### src/rtl/core/max_intensity_projection_z_unit_macros.svh
// Assertion macros shared by the projection unit's RTL files.
// Self-contained: no other file is needed by this header.
`ifndef MAX_INTENSITY_PROJECTION_Z_UNIT_MACROS_SVH
`define MAX_INTENSITY_PROJECTION_Z_UNIT_MACROS_SVH

// Check cons in the same cycle as ante, outside reset.
`define MIPZ_ASSERT_NOW(lbl, clk, rstn, ante, cons, msg) \
    lbl: assert property (@(posedge clk) disable iff (!rstn) (ante) |-> (cons)) \
        else $error(msg);

// Check cons in the cycle after ante, outside reset.
`define MIPZ_ASSERT_NEXT(lbl, clk, rstn, ante, cons, msg) \
    lbl: assert property (@(posedge clk) disable iff (!rstn) (ante) |=> (cons)) \
        else $error(msg);

`endif

### src/rtl/core/mipz_ram.sv
// Generic simple dual-port RAM: one write port, one registered read port.
// No dependencies.
module mipz_ram #(
    parameter int  WIDTH  = 8,
    parameter int  DEPTH  = 256,
    localparam int ADDR_W = (DEPTH > 1) ? $clog2(DEPTH) : 1
) (
    input  logic              aclk,
    input  logic              we,
    input  logic [ADDR_W-1:0] waddr,
    input  logic [WIDTH-1:0]  wdata,
    input  logic [ADDR_W-1:0] raddr,
    output logic [WIDTH-1:0]  rdata
);

    logic [WIDTH-1:0] mem [DEPTH];
    logic [WIDTH-1:0] rdata_reg;

    always_ff @(posedge aclk) begin
        if (we) begin
            mem[waddr] <= wdata;
        end
        rdata_reg <= mem[raddr];
    end

    assign rdata = rdata_reg;

endmodule

### config.mk
export PLATFORM = sky130hd
export DESIGN_NAME = mipz_ram
export DESIGN_NICKNAME = d
export VERILOG_FILES = /design/src/rtl/core/max_intensity_projection_z_unit_macros.svh /design/src/rtl/core/mipz_ram.sv
export SDC_FILE = /design/constraint.sdc
export NUM_CORES = 2
export LEC_CHECK = 0
export BUFFER_PORTS_ARGS = -buffer_cell sky130_fd_sc_hd__buf_4
export CAP_MARGIN = 20
export CORE_MARGIN = 4
export CORE_UTILIZATION = 45
export CTS_CLUSTER_DIAMETER = 150
export DETAILED_ROUTE_END_ITERATION = 6
export GPL_TIMING_DRIVEN = 1
export REMOVE_ABC_BUFFERS = 1
export SLEW_MARGIN = 20
export SYNTH_ARGS = -nofsm -noshare
export SYNTH_HDL_FRONTEND = slang
export SYNTH_SLANG_ARGS = --single-unit
### constraint.sdc
create_clock -name aclk -period 4.2 [get_ports aclk]
set_clock_uncertainty 0.2 [all_clocks]
set_input_delay 0.63 -clock aclk [delete_from_list [all_inputs] [get_ports aclk]]
set_output_delay 0.63 -clock aclk [all_outputs]
set_load 0.02 [all_outputs]
Word level (Yosys, flattened, before mapping)

Memory sizes are Yosys's and may differ from the RTL's. A register that Yosys moved wholly into a read port is not among the register bits.
Index checks and enable logic that the tools add are counted.

Register bits: 0
Input bits: 26
Bits in writable memories: 2,048
Memories kept: 1

Muxes and demuxes: 2

Memory list:

| memory | depth | width | rd ports | clocked after memory_dff | wr ports | RTL line       | text |
|---|---|---|---|---|---|---|---|
| mem    | 256   | 8     | 1        | 1                        | 1        | mipz_ram.sv:16 | `logic [WIDTH-1:0] mem [DEPTH];` |

Operator list:

| operator          | number |
|---|---|
| two-way mux 1 bit | 2 |

Depth between registers and ports, before layout

Word-level depth: 2
Mapped depth: 11

Worst setup path before layout

Ideal clock, no wire load.

Path kind: input to register
Start: input port raddr[0]
End: register rdata_reg[2] (netlist: rdata[2]), read port of mem
Library setup time: 131 ps
Arrival: 2,437 ps
Cell stages on the path: 9
Buffers on the path: 4
Required time: 3,869 ps
Setup slack: 1,432 ps
Cell sequence: buf_6 -> buf_12 -> buf_8 -> buf_2 -> mux4_2 -> a22oi_1 -> a21oi_1 -> nor4_1 -> nor4_2

RTL lines:

| item               | RTL line       | text |
|---|---|---|
| start: declaration | mipz_ram.sv:12 | `input logic [ADDR_W-1:0] raddr,` |
| end: declaration   | mipz_ram.sv:17 | `logic [WIDTH-1:0] rdata_reg;` |

==> out/qor.txt <==
Root buffer cell = clkbuf_16
Largest register FFs = 2048
Mapped cell area = 79560 um^2
Power Dens Cells = 465.9 nW/um^2
CP max stage cell = nor4_1
Worst EP arrival = 3.90 ns
Clock Latency Late Sink = 0.83 ns
Power share of the sequential group = 53.3%
Clk pwr share = 41.7%
Slew @ Worst Pin = 1.160 ns
Min Tclk post-route = 3.405 ns
Sw Ratio = 21.15%
Final worst-path cycle share = 81.07%
Longest Clk Path Bufs = 3
CTS tree = built
Hold Vio Cnt, Final = 0
Post-DP Area = 84850 um^2
Layout fillers = 13.67k
Critical path, cell by cell = buf_8 > buf_4 > mux4_2 > mux4_2 > nor2b_1 > nor4_1 > buf_4 > nor4_2
Cts hold-fix bufs = 0
Fin nets = 4155
CTS buffer count = 201
Worst-path fanout max = 50
CORE AREA = 175900 um^2
Largest net degree at the start of global routing = 147
Switching power = 8.992 mW
Fraction of layout cells with a size suffix above 1 = 27.54%
Final wirelength = 200.5 mm
Largest family of logic cells by synthesized area = multiplexers
Max-slew violations = 0
Drt drc = 0
Routability Congestion = 0.8212
Maxcap violations = 0
Clock sinks = 2056
Die height = 428.5 um
Internal = 33.53 mW
Peak supply drop = 0.0003727 V
Max-slew headroom = 21.94%
Syn_area_per_cell = 21.31 um^2
Synth Flop Type = edfxtp_1
Vias in the first global route = 39.62k
CP bufs+invs = 3
CP required = 4.69 ns
Syn Inst Count = 3733
Max stage delay on crit path = 0.96 ns
Crit path kind = input pin to flip-flop
Adder-cell share of the synthesized area = 0%
Post-DP HPWL = 124.3 mm
Global-route wire length before repair = 290.5 mm
Synth Area in Compound Gates = 3.419%
DR pass1 iterations = 5
Starting Density = 45.22%
Mux contribution to synthesized area = 14.62%
Die W = 428.5 um
Async SR Flop Fraction = 0%
Worst Hold Slack = 0.08741 ns
Maximum operating frequency = 0.2937 GHz
Port Buf Inserts = 33
Synth-to-layout area growth = 14.70%
Worst Setup End Kind = flip-flop
Comb pwr share = 5.0%
Cell family with the largest share of critical-path delay = simple AND/OR/NAND/NOR gates
Number of synthesized flops with an enable pin = 2048
Gr usage total = 21.71%
Critical Path Start Type = input pin
Setup repair bufs after CTS = 0
Simple-gate share of the synthesized area = 2.628%
DR vias = 39.53k
Row count = 154
Die area = 183600 um^2
Post-DR wirelength/cell = 30.21 um
Antenna violations before repair = 8
Antenna Nets Post-Route = 0
PostCTS Resize Cnt = 0
Synthesis warning total = 0
Setup-failing EPs final = 0
Worst hold path class = input pin to flip-flop
GR Overflow Total = 0
#FFs+latches synth = 2056
Total I/O pin count = 34
Leakage power = 28.77 nW
Unique masters post-synth = 55
RSZ-0062 raised after global routing = no
Starting DRT DRC Count = 4942
# H-tree levels = 4
Synth Area in XOR/XNOR = 0%
Via/cell ratio = 5.958
Register area share after synthesis = 77.50%
Clk slew on worst S/H paths = 0.06 ns
Fin area = 91250 um^2
Status = complete, no violations
-- per-stage QoR --
step	setup TNS [ns]	worst slack (ns)	utilization [%]	power, mW	instances
after floorplan	0	0.9622	-	23.88	3500
after global placement	-0.2939	-0.2838	48.23	25.24	6266
after detailed placement	0	0.007745	48.23	25.26	6266
after CTS	0	0.8954	51.87	42.84	6632
after global routing	0	0.8472	51.87	43.79	6634
final	0	0.7950	51.87	42.52	6635
-- layout by cell type (no fill, tap or decap), types with 16 or more instances in the layout --
| cell | Yosys | final |
|---|---|---|
| o221ai_1 | 46 | 46 |
| buf_4 | 27 | 378 |
| bufinv_16 | 0 | 20 |
| a21oi_1 | 96 | 96 |
| nor2b_1 | 31 | 28 |
| clkinv_1 | 1 | 37 |
| nand2_1 | 33 | 33 |
| o22ai_1 | 28 | 28 |
| buf_12 | 8 | 38 |
| nand3_1 | 34 | 32 |
| a211oi_1 | 16 | 16 |
| clkbuf_16 | 0 | 204 |
| a22oi_1 | 133 | 133 |
| mux2i_1 | 134 | 134 |
| nor4_1 | 24 | 23 |
| edfxtp_1 | 2048 | 2048 |
| nor2_1 | 282 | 279 |
| nor3_1 | 22 | 22 |
| mux4_2 | 454 | 454 |
| clkbuf_1 | 111 | 50 |
| clkinv_2 | 0 | 39 |
-- power by group through the flow --
stage | registers (mW) | clock network, mW | logic, mW
6_report | 22.7 | 17.7 | 2.14
3_3_place_gp | 23.1 | 0 | 2.14
4_1_cts | 22.7 | 18.0 | 2.16
2_1_floorplan | 23.1 | 0 | 0.794
3_5_place_dp | 23.1 | 0 | 2.16
5_1_grt | 22.6 | 18.9 | 2.26
-- area by class of cell --
cell class / count / area, um^2 / share of cell area (%)
clock inverter: 112 / 1105 / 1.211
antenna: 3 / 7.507 / 0.008227
tap: 2340 / 2928 / 3.209
timing repair buffer: 426 / 3749 / 4.108
clock buffer: 254 / 5293 / 5.800
multi-input combinational: 1442 / 16500 / 18.08
inverter: 2 / 7.507 / 0.008227
sequential: 2056 / 61660 / 67.57
-- routing by layer --
layer  GRT usage, %  share of wire (%)
met1          31.98                 43
met2          34.19                 48
met3          3.685                7.3
met4          5.364                2.2
met5              0                  0
-- cell families after synthesis --
family,Yosys count
DFF,2056
muxes,591
and+or+nand+nor,466
AOI/OAI and AO/OA,385
buffers and inverters,235
-- final timing paths --
kind                                  from           to  slack, ns  cells past startpoint
worst max-delay path              raddr[1]     rdata[2]       0.79                      8
worst min-delay path              wdata[5]  mem[212][5]       0.09                      1
worst max register to register  mem[96][2]     rdata[2]       0.98                      8
worst min register to register  mem[23][0]     rdata[0]       0.91                      6
-- cell usage after synthesis (31+ instances only) --
library cell     n  share of area (%)
nand2_1         33               0.16
mux4_2         454                 13
nor2b_1         31               0.24
buf_2           31               0.20
edfxtp_1      2048                 77
clkbuf_1       111               0.52
a22oi_1        133                1.3
a21oi_1         96               0.60
nand3_1         34               0.21
mux2i_1        134                1.7
o221ai_1        46               0.51
nor2_1         282                1.3
Note: power is estimated with default switching activity, not from simulation.
