File: config.mk
export PLATFORM = sky130hd
export DESIGN_NAME = mipz_queue
export DESIGN_NICKNAME = d
export VERILOG_FILES = /design/src/rtl/core/max_intensity_projection_z_unit_macros.svh /design/src/rtl/core/mipz_pkg.sv /design/src/rtl/core/mipz_queue.sv
export SDC_FILE = /design/constraint.sdc
export NUM_CORES = 1
export LEC_CHECK = 0
export BUFFER_PORTS_ARGS = -buffer_cell sky130_fd_sc_hd__buf_4
export CORE_ASPECT_RATIO = 1.75
export CORE_MARGIN = 2
export CORE_UTILIZATION = 53
export CTS_CLUSTER_SIZE = 24
export DETAILED_ROUTE_END_ITERATION = 10
export GPL_TIMING_DRIVEN = 0
export PLACE_DENSITY = 0.84
export SETUP_SLACK_MARGIN = 0.5
export SLEW_MARGIN = 15
export SYNTH_ARGS = -nofsm -noshare
export SYNTH_HDL_FRONTEND = slang
export SYNTH_SLANG_ARGS = --single-unit
File: constraint.sdc
create_clock -name aclk -period 2.01 [get_ports aclk]
set_input_delay 0.201 -clock aclk [delete_from_list [all_inputs] [get_ports aclk]]
set_output_delay 0.201 -clock aclk [all_outputs]
set_load 0.02 [all_outputs]
File: src/rtl/core/max_intensity_projection_z_unit_macros.svh
// Assertion macros shared by the projection unit's RTL files.
// Self-contained: no other file is needed by this header.
`ifndef MAX_INTENSITY_PROJECTION_Z_UNIT_MACROS_SVH
`define MAX_INTENSITY_PROJECTION_Z_UNIT_MACROS_SVH

// Check cons in the same cycle as ante, outside reset.
`define MIPZ_ASSERT_NOW(lbl, clk, rstn, ante, cons, msg) \
    lbl: assert property (@(posedge clk) disable iff (!rstn) (ante) |-> (cons)) \
        else $error(msg);

// Check cons in the cycle after ante, outside reset.
`define MIPZ_ASSERT_NEXT(lbl, clk, rstn, ante, cons, msg) \
    lbl: assert property (@(posedge clk) disable iff (!rstn) (ante) |=> (cons)) \
        else $error(msg);

`endif

File: src/rtl/core/mipz_pkg.sv
// Shared types and fixed constants of the max intensity projection unit.
// No dependencies; imported by every module of the unit but mipz_ram.
package mipz_pkg;

    localparam int PIX_W       = 8;   // voxel and projected pixel width
    localparam int SIZE_W      = 9;   // width and height registers
    localparam int SLICE_CFG_W = 11;  // slice count register
    localparam int POS_W       = 8;   // column and row counters
    localparam int SLICE_POS_W = 10;  // slice counter
    localparam int SUM_W       = 16;  // row * width + col before reduction
    localparam int DIM_MAX     = 256; // largest width and height
    localparam int CFG_IDX_W   = 2;
    localparam int CFG_DATA_W  = 11;

    // Output queue
    localparam int Q_DEPTH = 8;
    localparam int Q_PTR_W = 3;
    localparam int Q_CNT_W = 4;

    typedef enum logic [CFG_IDX_W-1:0] {
        REG_WIDTH  = 2'd0,
        REG_HEIGHT = 2'd1,
        REG_SLICES = 2'd2
    } cfg_reg_t;

    // Clamped volume dimensions
    typedef struct packed {
        logic [SIZE_W-1:0]      width;
        logic [SIZE_W-1:0]      height;
        logic [SLICE_CFG_W-1:0] slices;
    } dims_t;

    // Per-item control traveling down the pipeline
    typedef struct packed {
        logic [PIX_W-1:0] voxel;
        logic             first_slice;
        logic             emit;
        logic             frame_last;
    } item_t;

    // Result item held in the output queue
    typedef struct packed {
        logic             last;
        logic [PIX_W-1:0] pixel;
    } out_t;

endpackage

File: src/rtl/core/mipz_queue.sv
// Small output queue that decouples result items from the sink's stalls.
// Depends on mipz_pkg.
module mipz_queue (
    input  logic                           aclk,
    input  logic                           aresetn,
    input  logic                           push,
    input  mipz_pkg::out_t                 push_data,
    input  logic                           pop,
    output logic                           out_vld,
    output mipz_pkg::out_t                 out_data,
    output logic [mipz_pkg::Q_CNT_W-1:0]   count
);
    import mipz_pkg::*;

    out_t               slot_reg [Q_DEPTH];
    logic [Q_PTR_W-1:0] wr_ptr_reg, wr_ptr_next;
    logic [Q_PTR_W-1:0] rd_ptr_reg, rd_ptr_next;
    logic [Q_CNT_W-1:0] cnt_reg, cnt_next;
    logic               pop_ok;

    always_comb begin
        pop_ok      = pop && (cnt_reg != '0);
        wr_ptr_next = wr_ptr_reg + Q_PTR_W'(push);
        rd_ptr_next = rd_ptr_reg + Q_PTR_W'(pop_ok);
        cnt_next    = cnt_reg + Q_CNT_W'(push) - Q_CNT_W'(pop_ok);
    end

    always_ff @(posedge aclk) begin
        if (!aresetn) begin
            wr_ptr_reg <= '0;
            rd_ptr_reg <= '0;
            cnt_reg    <= '0;
        end else begin
            wr_ptr_reg <= wr_ptr_next;
            rd_ptr_reg <= rd_ptr_next;
            cnt_reg    <= cnt_next;
        end
    end

    always_ff @(posedge aclk) begin
        if (push) begin
            slot_reg[wr_ptr_reg] <= push_data;
        end
    end

    assign out_vld  = (cnt_reg != '0);
    assign out_data = slot_reg[rd_ptr_reg];
    assign count    = cnt_reg;

endmodule

# == After elaboration in Yosys (flattened, before gate mapping) ==
# Memory sizes are Yosys's and may differ from the RTL's. A register that Yosys moved wholly into a read port is not among the register bits.
# Cells that the tools add are included.
# totals
ff_bits,10
latchBits,0
mem_bits_rw,72
romBits,0
in_bits,13
out_inout_bits,14
word_cells,13
memories,1
# op_classes
add_sub_neg,4
multipliers,0
div,0
magnitude_cmp,0
n_eq_ne,0
shift,0
muxes,3
bitwise_logic,0
reduce_logical,2
# mem_list
memory,words,width,rd,rd_clocked_by_memory_dff,wr,line,rtl
slot_reg,8,9,1,1,1,mipz_queue.sv:15,out_t slot_reg [Q_DEPTH];
# op_table
operator,count
$add A3 B1 Y3,2
$add A4 B1 Y4,1
$reduce_bool A4 Y1,1
$sub A4 B1 Y4,1
$mux W3,1
$mux W1,2
$logic_and A1 B1 Y1,1

# == Depth between registers and ports, before layout ==
# logic_depth
depth_word,4
mapped_depth,10
mapped_depth_nobuf,10

# == Worst setup path before layout ==
# No wires, ideal clock.
# synth_timing
path_type,register to register
from,"register cnt_reg[2], in the netlist count[2]"
to,"register cnt_reg[3], in the netlist count[3]"
setup_ns,0.072
t_arrival_ns,2.091
setup_slack_ns,-0.153
stages_incl_launch_ff,10
path_buffers,0
synth_period_minus_slack_ns,2.163
path_cell_list,dfxtp_1 inv_1 ha_1 or3b_2 nand2_1 or2_2 ha_1 a21o_1 a21oi_1 mux2i_1
# synth_between
elab_chain_len,3
word_cells_on_any_way,4
# synth_lines
element,line,rtl
start: declaration,mipz_queue.sv:18,"logic [Q_CNT_W-1:0] cnt_reg, cnt_next;"
start signal: assignment,mipz_queue.sv:36,cnt_reg <= cnt_next;
$reduce_bool A4 Y1,-,
net out_vld,mipz_queue.sv:9,"output logic out_vld,"
$logic_and A1 B1 Y1,mipz_queue.sv:22,pop_ok = pop && (cnt_reg != '0);
$sub A4 B1 Y4,mipz_queue.sv:25,cnt_next = cnt_reg + Q_CNT_W'(push) - Q_CNT_W'(pop_ok);
# The timed path passes the listed nets, and every way through them passes these cells.
# A chain may end at the register's enable or synchronous reset.

==> summary.md <==
| Metric | Value |
|---|---|
| Final ANT Viol Nets | `0` |
| Max capacitance violation total | `0` |
| Final min period | `2.09 ns` |
| Wire per inst | `19.6 µm` |
| Final WL | `5780 µm` |
| Crit-path max FO | `6` |
| Adder-cell share of the synthesized area | `0.0322` |
| RSZ-0062 raised after global routing | `true` |
| Flops & latches, synth | `82` |
| Clock Sinks | `82` |
| Highest Signal Layer | `met4` |
| Pwr dens | `1060 mW/mm²` |
| Die Area | `0.00697 mm²` |
| Vias in the first global route | `1608` |
| Simple-Gate Fraction of Synth Area | `0.0472` |
| Largest net degree at the start of global routing | `13` |
| Slew Viols, Final | `0` |
| Layout fillers | `369` |
| Synthesized area | `0.00334 mm²` |
| Yosys top cell area share | `0.648` |
| First drt pass iteration count | `4` |
| Worst min-delay path class | `in -> reg` |
| Clock-pin slew on the worst setup and hold paths | `0.07 ns` |
| Final Net Count | `231` |
| FMAX | `479 MHz` |
| CTS Buffer Depth | `2` |
| Leading cell types in the layout, fill and taps excluded | `edfxtp_1 (72), buf_4 (21), mux4_2 (17)` |
| Via count | `1618` |
| Diode count | `0` |
| Crit path kind | `reg -> out` |
| Final hold vios | `0` |
| Die Y | `109 µm` |
| Top Ports | `27` |
| Area Growth Syn to Fin | `21.9%` |
| Layout cells sized above 1 | `0.474` |
| Startpoint types | `flop` |
| Global route total overflow | `0` |
| Cells after Synth | `165` |
| Die width | `64.0 µm` |
| CTS buffer count | `9` |
| Critical path arrival | `1.89 ns` |
| Max reg flops | `72` |
| Non-Filler Instances | `295` |
| Leak | `1.41 nW` |
| Avg Vias per Cell | `5.48` |
| Final clock skew | `0.00629 ns` |
| Root Driver | `clkbuf_8` |
| Required time of the critical path | `1.81 ns` |
| Synth cell types | `27` |
| Outcome | `finished, violations left` |
| Initial Utilization | `0.544` |
| Setup ws final | `-0.0785 ns` |
| # setup viols final | `9` |
| Initial DRC count | `83` |
| Met3 wire length | `267 µm` |
| Synth top area cells | `edfxtp_1 (65%), mux4_1 (14%), dfxtp_1 (6.0%)` |
| Worst setup EP type | `output pin` |
| GR Util All Layers | `0.182` |
| Worst vdd ir | `0.576 mV` |
| Htree depth | `3` |
| Initial antenna violation count | `0` |
| Ys Warns | `0` |
| Net Count, Synth | `186` |
| Failing checks | `negative setup slack` |
| FP Rows | `38` |
| Synth Area in Compound Gates | `0.00375` |
| Share of the clock period used by the worst path | `1.04` |
| I/O Buffers | `26` |
| Residual DRC count | `0` |
| Min Hold Slack | `0.0841 ns` |
| Met2 routed WL | `3140 µm` |
| DP Wirelength | `3690 µm` |
| Post-Synth XOR/XNOR Area | `0.00787` |
| First-pass GRT wire length | `8670 µm` |
| Relative slew slack | `0.600` |
| Core ar. | `0.00613 mm²` |
| Placer Congestion | `0.648` |
| Average cell area after synthesis | `20.2 µm²` |
| CTS Hold Buffers Added | `0` |
| Worst-margin pin slew | `0.598 ns` |
| M1 WL | `2120 µm` |
| Clk_lat worst skew | `0.34 ns` |
| Seq/Total Area, Yosys | `0.708` |
| Placed Cells incl. Taps | `272` |
| Mux contribution to synthesized area | `0.182` |
| Top cell type by total area after synthesis | `edfxtp_1` |
| Largest family of logic cells by synthesized area | `multiplexers` |
| TritonCTS clock tree | `yes` |
| Commonest non-fill, non-tap cell in the layout | `edfxtp_1` |
synthesized netlist by cell type (all sizes together):
cell type,n
ha,7
xnor2,1
edfxtp,72
or2,1
xor2,2
nor3,2
mux2,9
a21oi,1
and3,1
nor2,7
nand2b,5
dfxtp,10
and2,7
a21o,1
or3b,1
mux4,18
mux2i,3
inv,4
nand2,5
nor2b,1
clkbuf,1
fa,1
buf,5
worst max-delay path, cell delays in order, from the launching register on:
cell     delay (ns)
dfxtp_2        0.36
buf_12         0.14
buf_12         0.12
mux4_2         0.50
mux2_4         0.29
buf_6          0.13
through the flow:
step | total power, mW | util | setup TNS (ns) | area (µm²) | setup WS (ns)
after floorplan | 2.76 | - | 0 | 3370 | 0.0429
after global placement | 3.05 | 0.597 | -0.795 | 3660 | -0.0889
after detailed placement | 3.09 | 0.599 | 0 | 3670 | 0.0300
after CTS | 4.36 | 0.657 | -0.810 | 4030 | -0.105
after global routing | 4.51 | 0.663 | -1.13 | 4070 | -0.134
final | 4.32 | 0.663 | -0.598 | 4070 | -0.0785
final timing paths:
path                                     from              to  slack (ns)  cells after the start
worst min-delay path             push_data[8]  slot_reg[2][8]        0.08                      1
worst min register to register  rd_ptr_reg[0]   rd_ptr_reg[0]        0.62                      2
worst max-delay path            rd_ptr_reg[1]     out_data[5]       -0.08                      5
worst max register to register       count[2]        count[2]        0.11                     10
routing by layer:
metal | GRT usage | up-vias
met1 | 0.203 | 820
met4 | 0.104 | 0
met5 | 0 | -
met3 | 0.0578 | 16
li1 | - | 739
met2 | 0.307 | 43
cell families (layout without fill, tap and decap cells):
kind of cell               count (synthesis)  in the layout
xor gates and xnor gates                   3              3
AOI/OAI and AO/OA                          2              2
DFF                                       82             82
muxes                                     30             30
and+or+nand+nor                           30             30
adders and majority gates                  8              8
buffers and inverters                     10             60
power by group:
| part | internal, mW | switching, mW | total [mW] |
|---|---|---|---|
| combinational | 0.723 | 0.557 | 1.28 |
| clock | 0.509 | 0.519 | 1.03 |
| sequential | 1.95 | 0.0649 | 2.01 |
| total | 3.18 | 1.14 | 4.32 |
repair_timing:
action | CTS | global route
gates resized for setup | 43 | 8
buffers inserted | 6 | 0
gates cloned | 1 | 0
endpoints found under the setup margin | 79 | 61
pin swaps | 7 | 4
cell type report:
class | count | area (µm²) | area share
Tap cell | 80 | 100 | 0.0246
Multi-Input combinational cell | 73 | 1000 | 0.246
Inverter | 4 | 20.0 | 0.00492
Timing Repair Buffer | 34 | 328 | 0.0806
Sequential cell | 82 | 2370 | 0.583
Clock buffer | 13 | 159 | 0.0391
Clock inverter | 3 | 13.8 | 0.00338
Buffer | 6 | 73.8 | 0.0181
No activity file was read; power rests on OpenSTA's default activity.
