**config.mk**
```make
export PLATFORM = sky130hd
export DESIGN_NAME = mipz_addr
export DESIGN_NICKNAME = d
export VERILOG_FILES = /design/src/rtl/core/max_intensity_projection_z_unit_macros.svh /design/src/rtl/core/mipz_pkg.sv /design/src/rtl/core/mipz_addr.sv
export SDC_FILE = /design/constraint.sdc
export NUM_CORES = 1
export LEC_CHECK = 0
export ABC_CLOCK_PERIOD_IN_PS = 5000
export BUFFER_PORTS_ARGS = -buffer_cell sky130_fd_sc_hd__clkbuf_2
export CAP_MARGIN = 10
export CORE_ASPECT_RATIO = 0.7
export CORE_MARGIN = 1
export CORE_UTILIZATION = 55
export DETAILED_ROUTE_END_ITERATION = 7
export PLACE_DENSITY = 0.75
export SYNTH_ARGS = -nofsm -noshare
export SYNTH_HDL_FRONTEND = slang
export SYNTH_SLANG_ARGS = --single-unit
```
**constraint.sdc**
```tcl
create_clock -name aclk -period 5 [get_ports aclk]
set_clock_uncertainty 0.15 [all_clocks]
set_input_delay 0.5 -clock aclk [delete_from_list [all_inputs] [get_ports aclk]]
set_output_delay 0.5 -clock aclk [all_outputs]
set_load 0.01 [all_outputs]
```
**src/rtl/core/max_intensity_projection_z_unit_macros.svh**
```systemverilog
// Assertion macros shared by the projection unit's RTL files.
// Self-contained: no other file is needed by this header.
`ifndef MAX_INTENSITY_PROJECTION_Z_UNIT_MACROS_SVH
`define MAX_INTENSITY_PROJECTION_Z_UNIT_MACROS_SVH

// Check cons in the same cycle as ante, outside reset.
`define MIPZ_ASSERT_NOW(lbl, clk, rstn, ante, cons, msg) \
    lbl: assert property (@(posedge clk) disable iff (!rstn) (ante) |-> (cons)) \
        else $error(msg);

// Check cons in the cycle after ante, outside reset.
`define MIPZ_ASSERT_NEXT(lbl, clk, rstn, ante, cons, msg) \
    lbl: assert property (@(posedge clk) disable iff (!rstn) (ante) |=> (cons)) \
        else $error(msg);

`endif

```
**src/rtl/core/mipz_pkg.sv**
```systemverilog
// Shared types and fixed constants of the max intensity projection unit.
// No dependencies; imported by every module of the unit but mipz_ram.
package mipz_pkg;

    localparam int PIX_W       = 8;   // voxel and projected pixel width
    localparam int SIZE_W      = 9;   // width and height registers
    localparam int SLICE_CFG_W = 11;  // slice count register
    localparam int POS_W       = 8;   // column and row counters
    localparam int SLICE_POS_W = 10;  // slice counter
    localparam int SUM_W       = 16;  // row * width + col before reduction
    localparam int DIM_MAX     = 256; // largest width and height
    localparam int CFG_IDX_W   = 2;
    localparam int CFG_DATA_W  = 11;

    // Output queue
    localparam int Q_DEPTH = 8;
    localparam int Q_PTR_W = 3;
    localparam int Q_CNT_W = 4;

    typedef enum logic [CFG_IDX_W-1:0] {
        REG_WIDTH  = 2'd0,
        REG_HEIGHT = 2'd1,
        REG_SLICES = 2'd2
    } cfg_reg_t;

    // Clamped volume dimensions
    typedef struct packed {
        logic [SIZE_W-1:0]      width;
        logic [SIZE_W-1:0]      height;
        logic [SLICE_CFG_W-1:0] slices;
    } dims_t;

    // Per-item control traveling down the pipeline
    typedef struct packed {
        logic [PIX_W-1:0] voxel;
        logic             first_slice;
        logic             emit;
        logic             frame_last;
    } item_t;

    // Result item held in the output queue
    typedef struct packed {
        logic             last;
        logic [PIX_W-1:0] pixel;
    } out_t;

endpackage

```
**src/rtl/core/mipz_addr.sv**
```systemverilog
// Position counters and the pixel address pipeline of the projection unit.
// Depends on mipz_pkg.
module mipz_addr #(
    parameter int  MAX_SLICE_PIXELS = 65536,
    localparam int ADDR_W = (MAX_SLICE_PIXELS > 1) ? $clog2(MAX_SLICE_PIXELS) : 1
) (
    input  logic                          aclk,
    input  logic                          aresetn,
    input  logic                          in_fire,
    input  logic [mipz_pkg::PIX_W-1:0]    voxel,
    input  mipz_pkg::dims_t               dims,
    output logic [2:0]                    stage_vld,
    output logic                          rd_vld,
    output logic [ADDR_W-1:0]             rd_addr,
    output mipz_pkg::item_t               rd_item
);
    import mipz_pkg::*;

    localparam logic [39:0] MOD_N = 40'(MAX_SLICE_PIXELS);

    // Eight restoring steps of sum mod N, shifts lo+7 down to lo.
    function automatic logic [SUM_W-1:0] reduce_steps(input logic [SUM_W-1:0] v,
                                                      input int lo);
        logic [SUM_W-1:0] x;
        logic [39:0]      sub;
        x = v;
        for (int k = 7; k >= 0; k--) begin
            sub = MOD_N << (k + lo);
            if (40'(x) >= sub) begin
                x = x - SUM_W'(sub);
            end
        end
        return x;
    endfunction

    logic [POS_W-1:0]       col_reg, col_next;
    logic [POS_W-1:0]       row_reg, row_next;
    logic [SLICE_POS_W-1:0] slice_reg, slice_next;
    logic                   last_col, last_row, last_slice;
    logic [SUM_W:0]         row_base;
    logic [SUM_W:0]         sum_full;

    logic             s1_vld_reg, s2_vld_reg, s3_vld_reg;
    logic [SUM_W-1:0] s1_sum_reg, s2_sum_reg;
    logic [SUM_W-1:0] s2_sum_next, s3_sum_next;
    logic [ADDR_W-1:0] s3_addr_reg;
    item_t            s1_item_reg, s2_item_reg, s3_item_reg;
    item_t            s1_item_next;

    always_comb begin
        last_col   = (SIZE_W'(col_reg) + SIZE_W'(1)) >= dims.width;
        last_row   = (SIZE_W'(row_reg) + SIZE_W'(1)) >= dims.height;
        last_slice = (SLICE_CFG_W'(slice_reg) + SLICE_CFG_W'(1)) >= dims.slices;

        col_next   = col_reg;
        row_next   = row_reg;
        slice_next = slice_reg;
        if (in_fire) begin
            if (!last_col) begin
                col_next = col_reg + POS_W'(1);
            end else begin
                col_next = '0;
                if (!last_row) begin
                    row_next = row_reg + POS_W'(1);
                end else begin
                    row_next   = '0;
                    slice_next = last_slice ? '0 : slice_reg + SLICE_POS_W'(1);
                end
            end
        end

        // Largest value is 255 * 256 + 255, so the low SUM_W bits are exact
        row_base = (SUM_W+1)'(row_reg) * (SUM_W+1)'(dims.width);
        sum_full = row_base + (SUM_W+1)'(col_reg);

        s1_item_next.voxel       = voxel;
        s1_item_next.first_slice = (slice_reg == '0);
        s1_item_next.emit        = last_slice;
        s1_item_next.frame_last  = last_col && last_row;

        s2_sum_next = reduce_steps(s1_sum_reg, 8);
        s3_sum_next = reduce_steps(s2_sum_reg, 0);
    end

    always_ff @(posedge aclk) begin
        if (!aresetn) begin
            col_reg    <= '0;
            row_reg    <= '0;
            slice_reg  <= '0;
            s1_vld_reg <= 1'b0;
            s2_vld_reg <= 1'b0;
            s3_vld_reg <= 1'b0;
        end else begin
            col_reg    <= col_next;
            row_reg    <= row_next;
            slice_reg  <= slice_next;
            s1_vld_reg <= in_fire;
            s2_vld_reg <= s1_vld_reg;
            s3_vld_reg <= s2_vld_reg;
        end
    end

    always_ff @(posedge aclk) begin
        s1_sum_reg  <= sum_full[SUM_W-1:0];
        s1_item_reg <= s1_item_next;
        s2_sum_reg  <= s2_sum_next;
        s2_item_reg <= s1_item_reg;
        s3_addr_reg <= ADDR_W'(s3_sum_next);
        s3_item_reg <= s2_item_reg;
    end

    assign stage_vld = {s3_vld_reg, s2_vld_reg, s1_vld_reg};
    assign rd_vld    = s3_vld_reg;
    assign rd_addr   = s3_addr_reg;
    assign rd_item   = s3_item_reg;

endmodule

```
Word level (Yosys, flattened, before mapping)

Index checks and enable logic that the tools add are counted.

Flip-flop bits (word level): 110

Add/sub/neg operators: 7
$mul: 1
Magnitude comparators: 3
Mux-type cells: 3
Reductions and logical operators: 4

Operators by type and width:

| kind                    | number |
|---|---|
| $add A8 B1 Y9 const B   | 2 |
| $ge A9 B9 Y1            | 2 |
| $add A16 B8 Y16         | 1 |
| $add A8 B1 Y8 const B   | 2 |
| $mul A8 B9 Y16          | 1 |
| $mux W8                 | 2 |
| $add A10 B1 Y11 const B | 1 |
| $ge A11 B11 Y1          | 1 |
| $add A10 B1 Y10 const B | 1 |
| $logic_not A10 Y1       | 1 |
| $mux W10                | 1 |
| $reduce_and A3 Y1       | 1 |
| $reduce_and A2 Y1       | 1 |
| $logic_and A1 B1 Y1     | 1 |

Depth between registers and ports, before layout

Gate-level depths: netlist (run 1).

Word-level depth: 3
Depth in mapped cells: 18
Gate-level depth less buffers: 17

Worst setup path before layout (run 1)

No wires, ideal clock.

Kind: input to register
Start point: input port dims[22] in the netlist's numbering
End point: register s1_sum_reg[14]
Setup time: 127 ps
Arrival: 4,228 ps
Data required time: 4,723 ps
Slack: 496 ps
Stages on the path: 15
Buffers on the path: 1
Cell sequence: clkbuf_1 > nand2_1 > fa_1 > fa_1 > inv_1 > fa_1 > inv_1 > fa_1 > inv_1 > ha_1 > o21ai_0 > nor2_1 > o41ai_1 > o21ai_0 > xor2_1

Longest elaborated chain between the ends: 2

Ends and longest elaborated chain:

| what                   | line             | text |
|---|---|---|
| start: declaration     | mipz_addr.sv:11  | `input mipz_pkg::dims_t dims,` |
| $mul A8 B9 Y16         | mipz_addr.sv:73  | `row_base = (SUM_W+1)'(row_reg) * (SUM_W+1)'(dims.width);` |
| $add A16 B8 Y16        | mipz_addr.sv:74  | `sum_full = row_base + (SUM_W+1)'(col_reg);` |
| named net sum_full[14] | mipz_addr.sv:41  | `logic [SUM_W:0] sum_full;` |
| end signal: assignment | mipz_addr.sv:104 | `s1_sum_reg <= sum_full[SUM_W-1:0];` |
| end: declaration       | mipz_addr.sv:44  | `logic [SUM_W-1:0] s1_sum_reg, s2_sum_reg;` |

The timed path passes the listed nets, and every way through them passes these cells.
A chain may end at the register's enable or synchronous reset.

Worst setup path after layout (run 1)

Start point: register row_reg[1]
End point: register s1_sum_reg[15]

Longest elaborated chain between the ends: 2

Ends and longest elaborated chain:

| what                     | line            | text |
|---|---|---|
| start: declaration       | mipz_addr.sv:37 | `logic [POS_W-1:0] row_reg, row_next;` |
| start signal: assignment | mipz_addr.sv:95 | `row_reg <= row_next;` |
| $mul A8 B9 Y16           | mipz_addr.sv:73 |  |
| $add A16 B8 Y16          | mipz_addr.sv:74 |  |
| named net sum_full[15]   | mipz_addr.sv:41 |  |

The timed path passes the listed nets, and every way through them passes these cells.

==> reports/qor.txt, run 1 <==
outcome: finished clean
number of synthesized flops with an enable pin: 0
adder-cell share of the synthesized area: 28.0%
crit path DAT: 4830 ps
Most used DFF post-synth: dfxtp_1
crit-path max FO: 10
WP buf/inv: 5
vias in the first global route: 4508
Die W: 133 um
Die Y: 93.6 um
post-synthesis compound-gate area fraction: 10.9%
Vias: 4838
placement-stage cell area: 7090 um2
Design Area, Final: 7390 um2
critical path startpoint: row_reg[1]
#FFs+latches synth: 110
Rel. slew slack: 44.6%
num rows: 33
CTS Root Cell: clkbuf_16
Hold Crit Class: input port to flop
diode count: 0
Mapped Area: 6590 um2
asr flop ratio synth: 0%
antenna-violating nets left: 0
syn_nets: 839
IO Pins: 71
Port Buffers: 70
CTS tree: done
mux cell area share after synthesis: 0%
Max-cap violations: 0
share of cells above drive strength 1: 14.0%
CTS Hold Buffers Added: 0
Critical Path Slowest Stage Cell: dfxtp_1
Detailed Routing Iterations Pass 1: 5
Setup Fix Bufs, Post-CTS: 0
static leakage: 3.79 nW
Crit. End Element: flop
H-tree depth: 3
Layout area overhead: 12.1%
largest net degree at the start of global routing: 37
Nets: 908
Final Max Slew Viols: 0
initial antenna violation count: 0
Initial Utilization: 56.4%
Die ar.: 12400 um2
CTS Buffer Depth: 2
Core Area: 11700 um2
simple-gate share of the synthesized area: 14.6%
post-synthesis instance total: 681
unrepaired setup endpoints after global routing: no
XOR/XNOR Fraction of Synth Area: 4.52%
total gr overflow: 0
Fillers: 995
hold path start: voxel[3]
post-route minimum period: 4700 ps
Worst setup SP type: flop
pwr/cell area: 225 nW/um2
routed wire length: 12400 um
critical path cell sequence: buf_4 > nand2_1 > fa_1 > inv_1 > ha_1 > ha_1 > inv_1 > fa_1 > inv_1 > ha_1 > inv_1 > fa_1 > nor2b_1 > o21a_1 > o31ai_1 > a21oi_1 > a221oi_1 > xnor2_1
register area share after synthesis: 33.4%
R2R Path Start: row_reg[1]
final setup vio count: 0
CTS Sinks: 110
Fmax: 0.213 GHz
Worst Path Required: 5130 ps
global placer's final weighted congestion: 0.858
worst skew pair latency: 350 ps
final period utilization: 94.1%
main combinational cell family by area after synthesis: adder cells
DP HPWL: 9780 um
yosys warns: 0
Crit Path Category: flop to flop
routed len/inst: 13.5 um
slowest stage delay, CP: 620 ps
Finished Core Util: 63.2%
Synth cell types: 55
Worst-Margin Slew: 831 ps
first-pass GRT wire length: 20800 um
Global Route Usage Sum: 21.2%
most used cell, CP: inv_1
initial drt markers: 249
Setup TNS: 0 ps
Worst-path clk slew: 80 ps
largest delay contributor family on the critical path: adder cells
final number of hold-violating endpoints: 0
Vias/cell: 5.30
Max IR drop VDD: 0.181 mV
# DRC: 0
post-CTS sizing: 0
synthesized area per cell: 9.68 um2
total CTS buffers: 9
==> per-layer routing <==
layer,part of all wire [%],vias up,global-route usage [%]
li1,-,2355,-
met1,47,2318,29.2
met2,45,151,32.9
met3,6.5,14,4.82
met4,1.1,0,6.61
met5,0,-,0
==> stage by stage <==
step | worst slack (ps) | power (W) | hold slack, ps | cells
2_1_floorplan | 496 | 0.000955 | 160 | 681
3_3_place_gp | 416 | 0.000985 | 160 | 896
3_5_place_dp | 290 | 0.000990 | 162 | 896
4_1_cts | 258 | 0.00168 | 80.0 | 912
5_1_grt | 53.6 | 0.00173 | 82.6 | 912
6_report | 297 | 0.00166 | 95.5 | 912
==> where the power goes <==
part / internal (W) / leakage [nW] / switching [W]
clock network: 0.000354 / 0.148 / 0.000336
registers: 0.000892 / 0.897 / 0.00000533
logic: 0.0000295 / 2.75 / 0.0000424
total: 0.00128 / 3.79 / 0.000384
==> layout make-up <==
type | count | area (um2) | area share (%)
clock buffer | 9 | 225 | 3.05
sequential | 110 | 2200 | 29.8
tap | 157 | 196 | 2.66
timing repair buffer | 79 | 418 | 5.66
multi-input combinational | 430 | 3820 | 51.7
clock inverter | 7 | 75.1 | 1.02
inverter | 120 | 450 | 6.10
==> cell usage in the layout (no fill, tap or decap), drive strengths merged, types with 10 or more instances in the layout <==
master / n
clkbuf: 79
fa: 49
nand3: 13
nor2: 16
a21boi: 18
xor2: 14
o21a: 10
nand2: 54
a211oi: 10
dfxtp: 110
xnor2: 20
o21ai: 16
nor3: 10
inv: 124
ha: 69
a21oi: 10
and2: 38
==> synth_stat cells, drive strengths merged (7+ instances only) <==
| master | instances | share of area (%) |
|---|---|---|
| a211oi | 10 | 1.4 |
| a21boi | 18 | 2.0 |
| a21o | 9 | 1.0 |
| a21oi | 10 | 0.82 |
| and2 | 38 | 3.6 |
| and3 | 9 | 0.85 |
| buf | 10 | 1.2 |
| clkbuf | 11 | 0.63 |
| dfxtp | 110 | 33 |
| fa | 49 | 15 |
| ha | 69 | 13 |
| inv | 120 | 6.8 |
| nand2 | 54 | 3.1 |
| nand3 | 13 | 0.99 |
| nand3b | 8 | 0.91 |
| nand4 | 9 | 0.85 |
| nor2 | 16 | 0.91 |
| nor3 | 10 | 0.76 |
| nor4 | 7 | 0.66 |
| o21a | 10 | 1.1 |
| o21ai | 16 | 1.4 |
| o22ai | 7 | 0.66 |
| xnor2 | 20 | 2.7 |
| xor2 | 14 | 1.9 |
==> worst register-to-register path, cell delays in order (launching register included) <==
cell and delay, ps:
dfxtp_1 620, buf_4 210, nand2_1 60, fa_1 510
inv_1 40, ha_1 300, ha_1 310, inv_1 60
fa_1 530, inv_1 40, ha_1 210, inv_1 70
fa_1 220, nor2b_1 60, o21a_1 190, o31ai_1 330
a21oi_1 230, a221oi_1 340, xnor2_1 160
==> cell families after synthesis <==
logic type | count (synthesis)
DFF | 110
AOI/OAI and AO/OA | 97
buffers and inverters | 141
xor gates and xnor gates | 34
adders and majority gates | 118
and+or+nand+nor | 181
==> path summary, 6_finish.rpt <==
kind	end	slack [ps]	cells past startpoint
max	s1_sum_reg[15]	300	18
min	s1_item_reg[6]	100	1
max reg2reg	s1_sum_reg[15]	300	18
min reg2reg	rd_addr[9]	180	0
(Power assumes the default switching activity.)
==> run 2: changes to the inputs <==
--- a/config.mk
+++ b/config.mk
@@ -5,6 +5,7 @@
 export SDC_FILE = /design/constraint.sdc
 export NUM_CORES = 1
 export LEC_CHECK = 0
+export ABC_AREA = 1
 export ABC_CLOCK_PERIOD_IN_PS = 5000
 export BUFFER_PORTS_ARGS = -buffer_cell sky130_fd_sc_hd__clkbuf_2
 export CAP_MARGIN = 10
@@ -12,7 +13,9 @@
 export CORE_MARGIN = 1
 export CORE_UTILIZATION = 55
 export DETAILED_ROUTE_END_ITERATION = 7
+export HOLD_SLACK_MARGIN = 0.1
 export PLACE_DENSITY = 0.75
+export SETUP_SLACK_MARGIN = 0.15
 export SYNTH_ARGS = -nofsm -noshare
 export SYNTH_HDL_FRONTEND = slang
 export SYNTH_SLANG_ARGS = --single-unit
==> reports/qor.txt, run 2 <==
Synth cell types: 38
Setup Fix Bufs, Post-CTS: 0
Detailed Routing Iterations Pass 1: 5
first-pass GRT wire length: 21100 um
pwr/cell area: 222 nW/um2
Worst Path Required: 5090 ps
asr flop ratio synth: 0%
Sequential Power Share: 53.0%
Final Max Slew Viols: 0
Hold Crit Class: flop to flop
Global Route Usage Sum: 21.3%
IO Pins: 71
Die ar.: 12800 um2
unrepaired setup endpoints after global routing: no
Post-synth top cells: 206 x inv_1, 190 x nand2_1, 110 x dfxtp_1
Combinational Power Share: 5.1%
H-tree depth: 3
top cell type's share of synthesized area: 32.5%
final setup vio count: 0
routed wire length: 12100 um
Fillers: 1076
Synth area leaders: dfxtp_1 32%, fa_1 14%, ha_1 13%
largest area contributor in the netlist: dfxtp_1
synthesized area per cell: 8.06 um2
crit path DAT: 4600 ps
#FFs+latches synth: 110
initial drt markers: 276
final period utilization: 90.1%
vias in the first global route: 4690
Worst setup SP type: flop
Layout area overhead: 12.4%
final number of hold-violating endpoints: 0
Initial Utilization: 57.2%
Mapped Area: 6780 um2
cell count after placement: 1049
Design Area, Final: 7620 um2
num rows: 33
Most used DFF post-synth: dfxtp_1
critical path cell sequence: nand2_1 > fa_1 > fa_1 > inv_1 > fa_1 > inv_1 > fa_1 > inv_1 > ha_1 > a21oi_1 > o21ai_0 > a21oi_1 > o21ai_0 > xor2_1
switching share of power: 24.2%
CTS Root Cell: clkbuf_16
total gr overflow: 0
crit-path max FO: 14
total CTS buffers: 9
Max-cap violations: 0
simple-gate share of the synthesized area: 19.2%
initial antenna violation count: 0
Max IR drop VDD: 0.211 mV
Crit Path Category: flop to flop
share of cells above drive strength 1: 12.8%
Finished Layout Cells: 1073
register area share after synthesis: 32.5%
routed len/inst: 11.3 um
main combinational cell family by area after synthesis: adder cells
CTS Buffer Depth: 2
outcome: finished clean
most frequent cell after synthesis: inv_1
most common cell after layout, fill and taps aside: inv_1
Fmax: 0.222 GHz
DP HPWL: 9710 um
post-synthesis instance total: 841
Port Buffers: 70
XOR/XNOR Fraction of Synth Area: 3.36%
Die W: 135 um
Core Area: 11900 um2
worst skew pair latency: 360 ps
Worst-path clk slew: 80 ps
Die Y: 94.9 um
post-synthesis compound-gate area fraction: 4.28%
Rel. slew slack: 65.7%
most frequent cells in the layout: 206 x inv_1, 190 x nand2_1, 110 x dfxtp_1, 70 x clkbuf_2, 69 x ha_1
Vias/cell: 4.71
slowest stage delay, CP: 650 ps
largest net degree at the start of global routing: 22
final hold slack: 175 ps
Clk pwr share: 41.9%
CTS tree: done
Critical Path Slowest Stage Cell: dfxtp_1
mux cell area share after synthesis: 0%
Nets: 1069
yosys warns: 0
post-route minimum period: 4510 ps
Worst-Margin Slew: 514 ps
diode count: 0
Most Crowded Layer GR: met2
GR met2 Demand/Resource: 32.8%
total internal power: 0.00128 W
number of synthesized flops with an enable pin: 0
Crit. End Element: flop
M1 GR Usage: 29.6%
switching pwr: 0.000411 W
Power, Total: 0.00170 W
placement-stage cell area: 7240 um2
# DRC: 0
antenna-violating nets left: 0
GRT met3 Usage: 4.88%
adder-cell share of the synthesized area: 27.2%
CTS Sinks: 110
Setup TNS: 0 ps
static leakage: 4.43 nW
Vias: 5049
syn_nets: 999
global placer's final weighted congestion: 0.856
most used cell, CP: fa_1
[run 2: cell count changes after synthesis, sizes merged, moves of 9 or more]
cell / delta
nand3: +10
o21a: -9
nor2: +50
inv: +87
and2: -38
xnor2: -12
and3: -9
a21boi: -18
a21oi: +25
nand2: +145
[run 2: worst paths after layout]
check / start / endpoint / slack [ps] / depth (start not counted)
min: s2_item_reg[4] / rd_item[4] / 170 / 0
max reg2reg: row_reg[5] / s1_sum_reg[12] / 490 / 14
min reg2reg: s2_item_reg[4] / rd_item[4] / 170 / 0
max: row_reg[5] / s1_sum_reg[12] / 490 / 14
[run 2: what timing repair did]
item	in CTS	in global routing
endpoints found under the hold margin	8	0
gates resized for setup	0	0
hold buffers	8	0
[run 2: layout make-up]
cell class	instances	area (um2)	share of cell area, %
sequential	110	2200	28.9
timing repair buffer	84	475	6.24
clock inverter	7	75.1	0.985
inverter	207	777	10.2
tap	157	196	2.58
multi-input combinational	499	3670	48.1
clock buffer	9	225	2.96
[run 2: metal layers]
| metal | up-vias | part of all wire [%] |
|---|---|---|
| met4 | 0 | 1.2 |
| li1 | 2618 | - |
| met5 | - | 0 |
| met1 | 2264 | 52 |
| met3 | 11 | 7.1 |
| met2 | 156 | 40 |
[run 2: logic make-up (layout without fill, tap and decap cells)]
logic type,count (synthesis),count (layout)
AO/OA/AOI/OAI,54,54
XOR/XNOR,26,26
adder cells (fa/ha/maj),118,118
buffers and inverters,232,307
flip-flops,110,110
AND/OR/NAND/NOR,301,301
[run 2: worst max-delay path, delay by kind of cell, from the launching register on]
family	cells	cell delay, ps
AND/OR/NAND/NOR	1	160
buffers and inverters	3	140
AO/OA/AOI/OAI	4	700
flip-flops	1	650
adder cells (fa/ha/maj)	5	2430
XOR/XNOR	1	150
[run 2: stage by stage]
| stage | util, % | worst slack, ps |
|---|---|---|
| 6_report | 64.3 | 494 |
| 5_1_grt | 64.3 | 250 |
| 4_1_cts | 64.3 | 528 |
| 3_5_place_dp | 61.1 | 426 |
| 3_3_place_gp | 61.1 | 535 |
| 2_1_floorplan | - | 617 |
[run 2: power by group through the flow]
stage / registers [W] / logic, W / clock network [W]
after floorplan: 0.000921 / 0.0000474 / 0
final: 0.000898 / 0.0000872 / 0.000710
after global placement: 0.000919 / 0.0000805 / 0
after global routing: 0.000901 / 0.0000989 / 0.000771
after detailed placement: 0.000920 / 0.0000816 / 0
after CTS: 0.000899 / 0.0000874 / 0.000727
